<file path="src/rtl/sphere_overlap_push_apart_top_assert.svh">
// Assertion macros for the sphere overlap push-apart block.
// Depends on nothing; included by sop_queue, which checks itself.
`ifndef SPHERE_OVERLAP_PUSH_APART_TOP_ASSERT_SVH
`define SPHERE_OVERLAP_PUSH_APART_TOP_ASSERT_SVH
// Implication checked on every rising clock edge outside reset.
`define SOP_ASSERT_IMP(label, ante, cons) \
    label: assert property (@(posedge clk) disable iff (!rst_n) (ante) |-> (cons)) \
        else $error("assertion failed");
// Next-cycle implication.
`define SOP_ASSERT_NXT(label, ante, cons) \
    label: assert property (@(posedge clk) disable iff (!rst_n) (ante) |=> (cons)) \
        else $error("assertion failed");
`endif

</file>
<file path="src/rtl/sop_pkg.sv">
// Package for the sphere overlap push-apart block: widths, types, helpers.
// Depends on nothing.
package sop_pkg;
    localparam int CoordW = 32;
    localparam int RadW   = 24;
    localparam int SumW   = RadW + 1;      // radius sum
    localparam int DiffW  = CoordW + 1;    // per-axis difference
    localparam int SqW    = 64;            // squared values
    localparam int RootW  = 32;            // floor(sqrt) of a 64-bit value
    localparam int QDepth = 2;             // front-to-back queue depth
    localparam int QAw    = 1;

    typedef struct packed {
        logic signed [CoordW-1:0] self_x;
        logic signed [CoordW-1:0] self_y;
        logic signed [CoordW-1:0] self_z;
        logic signed [CoordW-1:0] other_x;
        logic signed [CoordW-1:0] other_y;
        logic signed [CoordW-1:0] other_z;
        logic [RadW-1:0]          self_radius;
        logic [RadW-1:0]          other_radius;
    } sop_in_t;

    typedef struct packed {
        logic signed [CoordW-1:0] new_self_x;
        logic signed [CoordW-1:0] new_self_y;
        logic signed [CoordW-1:0] new_self_z;
        logic signed [CoordW-1:0] new_other_x;
        logic signed [CoordW-1:0] new_other_y;
        logic signed [CoordW-1:0] new_other_z;
        logic                     overlapped;
    } sop_out_t;

    // Classified item passed from the front to the back.
    typedef struct packed {
        logic signed [CoordW-1:0] sx, sy, sz, ox, oy, oz;
        logic signed [DiffW-1:0]  dx, dy, dz;
        logic [SqW-1:0]           d2;
        logic [SumW-1:0]          rsum;
        logic                     hit;
    } sop_job_t;

    function automatic logic signed [CoordW-1:0] sat32(input logic signed [DiffW+1:0] v);
        logic signed [DiffW+1:0] maxv;
        logic signed [DiffW+1:0] minv;
        maxv = (DiffW+2)'((longint'(1) <<< (CoordW-1)) - longint'(1));
        minv = -(DiffW+2)'(longint'(1) <<< (CoordW-1));
        if (v > maxv)
            return maxv[CoordW-1:0];
        else if (v < minv)
            return minv[CoordW-1:0];
        else
            return v[CoordW-1:0];
    endfunction
endpackage

</file>
<file path="src/rtl/sop_queue.sv">
// Two-entry queue between the front and back ends.
// Depends on sop_pkg and sphere_overlap_push_apart_top_assert.svh.
module sop_queue
    import sop_pkg::*;
(
    input  logic     clk,
    input  logic     rst_n,
    input  logic     wr_valid,
    output logic     wr_ready,
    input  sop_job_t wr_data,
    output logic     rd_valid,
    input  logic     rd_ready,
    output sop_job_t rd_data
);
    `include "sphere_overlap_push_apart_top_assert.svh"

    sop_job_t mem_reg [QDepth];
    logic [QAw-1:0] wp_reg, rp_reg;
    logic [QAw:0] cnt_reg;
    logic wr_en, rd_en;

    assign wr_ready = cnt_reg != (QAw+1)'(QDepth);
    assign rd_valid = cnt_reg != '0;
    assign wr_en    = wr_valid && wr_ready;
    assign rd_en    = rd_valid && rd_ready;
    assign rd_data  = mem_reg[rp_reg];

    always_ff @(posedge clk)
    begin
        if (wr_en)
            mem_reg[wp_reg] <= wr_data;
    end

    always_ff @(posedge clk or negedge rst_n)
    begin
        if (!rst_n)
        begin
            wp_reg  <= '0;
            rp_reg  <= '0;
            cnt_reg <= '0;
        end
        else
        begin
            if (wr_en)
                wp_reg <= wp_reg + 1'b1;
            if (rd_en)
                rp_reg <= rp_reg + 1'b1;
            cnt_reg <= cnt_reg + (QAw+1)'(wr_en) - (QAw+1)'(rd_en);
        end
    end

    `SOP_ASSERT_IMP(a_q_bound, 1'b1, cnt_reg <= (QAw+1)'(QDepth))
    `SOP_ASSERT_NXT(a_q_hold, rd_valid && !rd_ready, rd_valid && $stable(rp_reg))
    `SOP_ASSERT_IMP(a_q_ptr, cnt_reg == '0 || cnt_reg == (QAw+1)'(QDepth), wp_reg == rp_reg)
endmodule

</file>
<file path="config.mk">
export PLATFORM = sky130hd
export DESIGN_NAME = sop_queue
export DESIGN_NICKNAME = d
export VERILOG_FILES = /design/src/rtl/sop_pkg.sv /design/src/rtl/sop_queue.sv
export VERILOG_INCLUDE_DIRS = /design/src /design/src/rtl
export SDC_FILE = /design/constraint.sdc
export NUM_CORES = 1
export LEC_CHECK = 0
export BUFFER_PORTS_ARGS = -buffer_cell sky130_fd_sc_hd__buf_4
export CAP_MARGIN = 20
export CORE_AREA = 2 2 296 298
export DETAILED_ROUTE_END_ITERATION = 8
export DIE_AREA = 0 0 298 300
export HOLD_SLACK_MARGIN = 0.05
export PLACE_DENSITY = 0.66
export SYNTH_ARGS = -nofsm -noshare
export SYNTH_HDL_FRONTEND = slang
export SYNTH_SLANG_ARGS = --single-unit
</file>
<file path="constraint.sdc">
create_clock -name clk -period 20.9 [get_ports clk]
set_input_delay 4.18 -clock clk [delete_from_list [all_inputs] [get_ports clk]]
set_output_delay 4.18 -clock clk [all_outputs]
set_load 0.1 [all_outputs]
</file>
==> results of run 1 <==
cell type report:
type	count	area share
flip-flops and latches	766	0.609
repair buffers	780	0.157
multi-input cells	399	0.127
clock buffers	103	0.0582
well taps	1155	0.0383
clock inverters	50	0.0101
diodes	3	0.000199
worst max-delay path: cells and delay by family, from the launching register on:
| kind | cells | cell delay [ns] |
|---|---|---|
| flip-flops | 1 | 1.00 |
| buffers and inverters | 3 | 1.88 |
| multiplexers | 1 | 0.42 |
how the worst min path moves through the flow:
stage	to	slack [ns]	cells after the start
3_3_place_gp	wp_reg	0.54	1
3_5_place_dp	wp_reg	0.57	1
2_1_floorplan	wp_reg	0.48	1
6_report	wp_reg	0.58	1
5_1_grt	wp_reg	0.60	1
4_1_cts	wp_reg	0.58	1
through the flow:
stage | utilization | setup WS [ns] | hold WS (ns)
floorplan | - | 6.18 | 0.479
global placement | 0.407 | 13.17 | 0.543
detailed placement | 0.407 | 13.01 | 0.570
CTS | 0.437 | 12.44 | 0.579
global route | 0.438 | 12.39 | 0.602
finish | 0.438 | 12.64 | 0.575
cells in the mapped netlist:
cell type,number
a211oi_1,1
a21bo_2,1
a32oi_1,1
and3_1,1
buf_4,1
buf_6,42
dfrtp_1,4
edfxtp_1,762
ha_1,1
mux2_1,46
mux2_2,235
mux2_4,100
nand2_1,2
nand2b_1,1
nand3_1,1
nor2_1,3
nor2b_1,1
o21ai_0,1
or2_2,1
xnor2_1,3
kinds of logic after synthesis:
family	count (synthesis)	share of synthesized area
flip-flops	766	0.814
AO/OA/AOI/OAI	4	0.00111
multiplexers	381	0.165
AND/OR/NAND/NOR	10	0.00173
XOR/XNOR	3	0.000930
adder cells (fa/ha/maj)	1	0.000443
buffers and inverters	43	0.0170
per-layer routing:
metal  up-vias  global-route usage  share of wire
met1      7367               0.154           0.36
met2       530               0.257           0.53
li1       6507                   -              -
met3       126              0.0470          0.080
met4         2              0.0626          0.034
met5         -                   0        0.00018
cells in the final DEF (no fill, tap or decap), drive strengths merged, types with 2 or more instances in the layout:
cell type / count
buf: 780
edfxtp: 762
mux2: 381
clkbuf: 103
clkinv: 40
bufinv: 4
dfrtp: 4
inv: 4
diode: 3
xnor2: 3
nor2: 3
nand2: 2
clkinvlp: 2
==> summary.txt, run 1 <==
Critical path destination -> rd_data[151]
Final std cells w/o fill -> 3,256
CP Class -> reg2out
Post-CTS setup buffer count -> 0
Layout Skew -> 0.0163 ns
Worst Setup SP -> rp_reg
Post-layout nets -> 2,415
Largest area contributor in the netlist -> edfxtp_1
Max-cap viol count -> 0
Relative slew slack -> 0.233
Period utilization -> 0.395
# H-tree levels -> 3
DRT Wirelength -> 67.4 mm
Via count -> 14.5k
Final GP Congestion -> 0.836
R2r setup slk -> 16.60 ns
Seq/Total Area, Yosys -> 0.814
CP Capture Type -> output port
WL/cell -> 20.7 um
Final ANT Viol Nets -> 0
Max FFs per register -> 762
Post-Route Setup TNS -> 0 ns
CP required -> 16.72 ns
Top cells by area, synth -> edfxtp_1 (81%), mux2_2 (9.4%), mux2_4 (5.3%)
Row count -> 108
Detailed Routing Iterations Pass 1 -> 4
Die height -> 300 um
Synth Instances -> 1,208
Initial DRC Count -> 885
RSZ-0062 raised after global routing -> false
Status -> complete, no violations
Final hold violations -> 0
Fmax -> 0.121 GHz
Area of the multi-input gates -> 4800 um2
HPWL after detailed placement -> 47.4 mm
Fin crit period -> 8.26 ns
Fillcell total -> 7,578
Largest net degree at the start of global routing -> 169
Clock sink count -> 766
Crit-path max cell delay -> 1.00 ns
Share of cells above drive strength 1 -> 0.589
Actual slew at the worst max-slew pin -> 1.15 ns
DIE AREA -> 89,400 um2
TritonCTS clock tree -> built
Yosys cell types -> 20
All-Layer GR Usage -> 0.143
Total grt overflow -> 0
Ys Warns -> 0
Area after DPL -> 35,100 um2
# hold bufs at CTS -> 0
CTS Buf Count -> 82
Io pins -> 768
CTS root buffer -> clkbuf_16
Reg2Reg Depth -> 5
CTS resizes -> 0
Arr. time, crit path -> 4.08 ns
Hold Crit Start -> wp_reg
CP max stage cell -> dfrtp_4
R2R Path End -> mem_reg[1][158]
Flops & latches, synth -> 766
Storage cell area -> 23,000 um2
Slew Limit Fails -> 0
Clock Path Buffers -> 3
Clock Latency Late Sink -> 0.61 ns
Die X-Extent -> 298 um
Worst R2R Start -> cnt_reg[0]
I/O Buffers -> 767
Vias in the first global route -> 15.3k
Worst Hold Class -> reg2reg
Mapped Area -> 28,200 um2
First-pass GRT wire length -> 96.3 mm
Post-route cell area -> 37,700 um2
Setup violations, final -> 0
Placed cell count -> 3,099
Synth top area share -> 0.810
Crit-path max FO -> 64
CP dominant cell by count -> buf_4
Worst-path cell chain -> buf_4, buf_4, mux2_2, buf_4
Worst setup SP type -> flop
CORE AREA -> 86,200 um2
Initial Util -> 0.328
DRC violations left -> 0
DR vias/cell -> 4.46
Syn avg cell area -> 23.4 um2
Antenna violations before repair -> 5
Clock transition at path regs -> 0.06 ns
Syn nets -> 1,594
Area growth syn-to-layout -> 33.6%
Power of run 1 is not shown: default switching activity piles up to over one toggle a cycle in this logic, so the estimate is an artifact.
==> inputs of run 2 (changes only) <==
--- a/config.mk
+++ b/config.mk
@@ -12,7 +12,7 @@
 export DETAILED_ROUTE_END_ITERATION = 8
 export DIE_AREA = 0 0 298 300
 export HOLD_SLACK_MARGIN = 0.05
-export PLACE_DENSITY = 0.66
+export PLACE_DENSITY = 0.68
 export SYNTH_ARGS = -nofsm -noshare
 export SYNTH_HDL_FRONTEND = slang
 export SYNTH_SLANG_ARGS = --single-unit
==> constraint.sdc (replaced) <==
create_clock -name clk -period 7.05 [get_ports clk]
set_input_delay 1.41 -clock clk [delete_from_list [all_inputs] [get_ports clk]]
set_output_delay 1.41 -clock clk [all_outputs]
set_load 0.1 [all_outputs]
==> summary.txt, run 2 (same netlist as run 1, synthesis figures left out) <==
Status -> complete, no violations
HPWL after detailed placement -> 48.8 mm
Placed cell count -> 3,104
Post-layout nets -> 2,417
CTS resizes -> 0
Worst Hold Class -> reg2reg
CP Capture Type -> output port
Via count -> 14.6k
R2R Path End -> mem_reg[0][281]
RSZ-0062 raised after global routing -> false
All-Layer GR Usage -> 0.144
Worst path top cell family by delay -> flip-flops
Final GP Congestion -> 0.864
Storage cell area -> 23,000 um2
Antenna violations before repair -> 2
Area growth syn-to-layout -> 34.0%
Fillcell total -> 7,469
CORE AREA -> 86,200 um2
Initial DRC Count -> 862
Crit-path max cell delay -> 1.09 ns
Arr. time, crit path -> 3.12 ns
CTS Buf Count -> 80
Worst-path cell chain -> buf_12, buf_12, mux2_1, buf_4
Post-route cell area -> 37,900 um2
Share of cells above drive strength 1 -> 0.592
Clock Path Buffers -> 3
Area after DPL -> 35,200 um2
Layout Skew -> 0.0403 ns
Vias in the first global route -> 15.6k
Worst Setup SP -> rp_reg
Final hold violations -> 0
Detailed Routing Iterations Pass 1 -> 4
WL/cell -> 21.1 um
Max FFs per register -> 762
Bufs and invs on worst path -> 3
TritonCTS clock tree -> built
Worst R2R Start -> cnt_reg[0]
Fmax -> 0.221 GHz
DIE AREA -> 89,400 um2
Clock transition at path regs -> 0.06 ns
Period utilization -> 0.642
I/O Buffers -> 767
CP max stage cell -> dfrtp_4
First-pass GRT wire length -> 96.2 mm
Commonest non-fill, non-tap cell in the layout -> buf_4
Clock sink count -> 766
Max-cap viol count -> 0
R2r setup slk -> 4.34 ns
DRT Wirelength -> 68.6 mm
Setup violations, final -> 0
CP Class -> reg2out
Critical path destination -> rd_data[349]
Actual slew at the worst max-slew pin -> 1.02 ns
CP required -> 5.64 ns
Final ANT Viol Nets -> 0
CTS root buffer -> clkbuf_16
Commonest cells after routing, fill and taps aside -> buf_4 (775), edfxtp_1 (762), mux2_2 (235), mux2_4 (100), clkbuf_16 (80)
Slew Limit Fails -> 0
Post-CTS setup buffer count -> 0
Io pins -> 768
CP dominant cell by count -> buf_12
Final std cells w/o fill -> 3,253
Die height -> 300 um
Fin crit period -> 4.53 ns
DR vias/cell -> 4.48
# hold bufs at CTS -> 0
Die X-Extent -> 298 um
Relative slew slack -> 0.322
WP depth -> 4
DRC violations left -> 0
Clock Latency Late Sink -> 0.62 ns
Row count -> 108
Initial Util -> 0.328
Crit-path max FO -> 63
Worst setup SP type -> flop
# H-tree levels -> 3
Largest net degree at the start of global routing -> 147
Reg2Reg Depth -> 5
Total grt overflow -> 0
Area of the multi-input gates -> 4810 um2
run 2: changes by cell type in the layout (fill, tap and decap cells not counted), moves of 2 or more:
cell / previous run / this run
clkbuf_8: 0 / 5
buf_12: 3 / 9
bufinv_16: 4 / 7
clkinv_2: 19 / 14
clkinv_1: 19 / 14
clkbuf_16: 85 / 80
inv_16: 1 / 3
run 2: per-layer routing:
metal / vias up / global-route usage / part of all wire
li1: 6493 / - / -
met3: 209 / 0.0478 / 0.078
met2: 602 / 0.260 / 0.53
met1: 7284 / 0.144 / 0.34
met5: - / 0 / 0
met4: 0 / 0.0866 / 0.058
run 2: worst min path at each step:
stage	slack [ns]	cells past startpoint	endpoint	start
6_report	0.57	1	wp_reg	wp_reg
4_1_cts	0.51	1	wp_reg	rst_n
5_1_grt	0.52	1	wp_reg	rst_n
3_5_place_dp	0.56	1	wp_reg	wp_reg
2_1_floorplan	0.51	1	wp_reg	wp_reg
3_3_place_gp	0.53	1	wp_reg	wp_reg
run 2: area by class of cell:
| type | instances | area share |
|---|---|---|
| antenna | 2 | 0.000132 |
| clock buffer | 102 | 0.0564 |
| clock inverter | 45 | 0.0127 |
| multi-input combinational | 399 | 0.127 |
| sequential | 766 | 0.607 |
| tap | 1155 | 0.0382 |
| timing repair buffer | 784 | 0.158 |
run 2: through the flow:
| step | setup slack [ns] | hold WS [ns] | setup TNS, ns | utilization |
|---|---|---|---|---|
| final | 2.52 | 0.566 | 0 | 0.439 |
| after global routing | 2.35 | 0.519 | 0 | 0.439 |
| after CTS | 2.46 | 0.511 | 0 | 0.439 |
| after detailed placement | 3.17 | 0.558 | 0 | 0.409 |
| after global placement | 3.22 | 0.534 | 0 | 0.409 |
| after floorplan | -0.547 | 0.513 | -208.48 | - |
Power of run 2 is left out for the same reason.
==> inputs of run 3 (changes only) <==
==> constraint.sdc (replaced) <==
create_clock -name clk -period 3.8 [get_ports clk]
set_input_delay 0.76 -clock clk [delete_from_list [all_inputs] [get_ports clk]]
set_output_delay 0.76 -clock clk [all_outputs]
set_load 0.1 [all_outputs]
==> summary.txt, run 3 (same netlist as run 1, synthesis figures left out) <==
Fin crit period -> 3.24 ns
Slew Limit Fails -> 0
Die height -> 300 um
Layout Skew -> 0.0207 ns
Final GP Congestion -> 0.851
CP required -> 3.04 ns
Area of the multi-input gates -> 4810 um2
Storage cell area -> 23,000 um2
I/O Buffers -> 767
CP Capture Type -> output port
Area growth syn-to-layout -> 34.6%
# H-tree levels -> 3
Initial DRC Count -> 730
All-Layer GR Usage -> 0.147
Fillcell total -> 7,505
First-pass GRT wire length -> 98.4 mm
DRC violations left -> 0
Crit-path max FO -> 51
WL/cell -> 20.9 um
Largest net degree at the start of global routing -> 98
Max-cap viol count -> 0
Max FFs per register -> 762
Clock Latency Late Sink -> 0.62 ns
Fmax -> 0.309 GHz
Antenna violations before repair -> 9
Clock sink count -> 766
Post-layout nets -> 2,448
RSZ-0062 raised after global routing -> false
Commonest cells after routing, fill and taps aside -> buf_4 (798), edfxtp_1 (762), mux2_2 (235), mux2_4 (100), clkbuf_16 (82)
Row count -> 108
DR vias/cell -> 4.45
DRT Wirelength -> 68.6 mm
Vias in the first global route -> 15.9k
Hold Path Cell Cnt -> 1
Initial Util -> 0.328
TritonCTS clock tree -> built
Io pins -> 768
Relative slew slack -> 0.489
Worst Hold Class -> in2reg
CTS resizes -> 0
Final ANT Viol Nets -> 0
Setup violations, final -> 0
Actual slew at the worst max-slew pin -> 0.767 ns
Die X-Extent -> 298 um
Commonest non-fill, non-tap cell in the layout -> buf_4
Period utilization -> 0.852
Clock transition at path regs -> 0.06 ns
Reg2Reg Depth -> 3
CORE AREA -> 86,200 um2
Status -> complete, no violations
Share of cells above drive strength 1 -> 0.596
Detailed Routing Iterations Pass 1 -> 5
Via count -> 14.6k
Total grt overflow -> 0
HPWL after detailed placement -> 49.9 mm
Worst setup SP type -> flop
Arr. time, crit path -> 2.48 ns
Clock Path Buffers -> 3
CTS root buffer -> clkbuf_16
DIE AREA -> 89,400 um2
Final hold violations -> 0
CTS Buf Count -> 81
Fin util -> 0.441
CP Class -> reg2out
## run 3: cell count changes in the layout (fill, tap and decap cells not counted), sizes merged
cell | before | now
bufinv | 7 | 4
dlygate4sd3 | 0 | 1
buf | 784 | 813
clkbuf | 102 | 100
inv | 6 | 3
diode | 2 | 4
## run 3: area by class of cell
class,count,area share
diodes,4,0.000263
clock buffers,100,0.0557
clock inverters,39,0.00938
multi-input cells,399,0.127
flip-flops and latches,766,0.604
well taps,1155,0.0380
repair buffers,814,0.166
## run 3: stage by stage
stage                     area, um2  hold slack (ns)  setup TNS (ns)  std cells  worst slack [ns]
after detailed placement      35500            0.559               0       3133              1.21
after global routing          38000            0.270               0       3276             0.442
final                         38000            0.321               0       3277             0.562
after CTS                     38000            0.257               0       3273             0.492
after global placement        35500            0.537               0       3133              1.24
after floorplan               28300            0.464        -1993.84       1208             -3.13
## run 3: final timing paths
path	slack [ns]	startpoint	endpoint
max	0.56	rp_reg	rd_data[259]
min	0.32	wr_data[91]	mem_reg[0][91]
max reg2reg	1.62	cnt_reg[0]	mem_reg[1][365]
min reg2reg	0.57	wp_reg	wp_reg
max in group asynchronous	3.14	rst_n	rp_reg
min in group asynchronous	0.53	rst_n	wp_reg
## run 3: worst max-delay path: stages (launching register included)
cell	delay, ns
dfrtp_4	0.58
buf_12	0.25
buf_12	0.31
mux2_2	0.40
buf_4	0.24
## run 3: routing by layer
layer | global-route usage | part of all wire
met1 | 0.151 | 0.34
met3 | 0.0487 | 0.077
met2 | 0.268 | 0.53
met5 | 0 | 0.00022
met4 | 0.0723 | 0.045
## run 3: repair_timing
action                    in CTS  in global routing
hold buffers                   1                  0
setup buffers                  0                  0
hold endpoints to repair       4                  0
Power of run 3 is left out for the same reason.
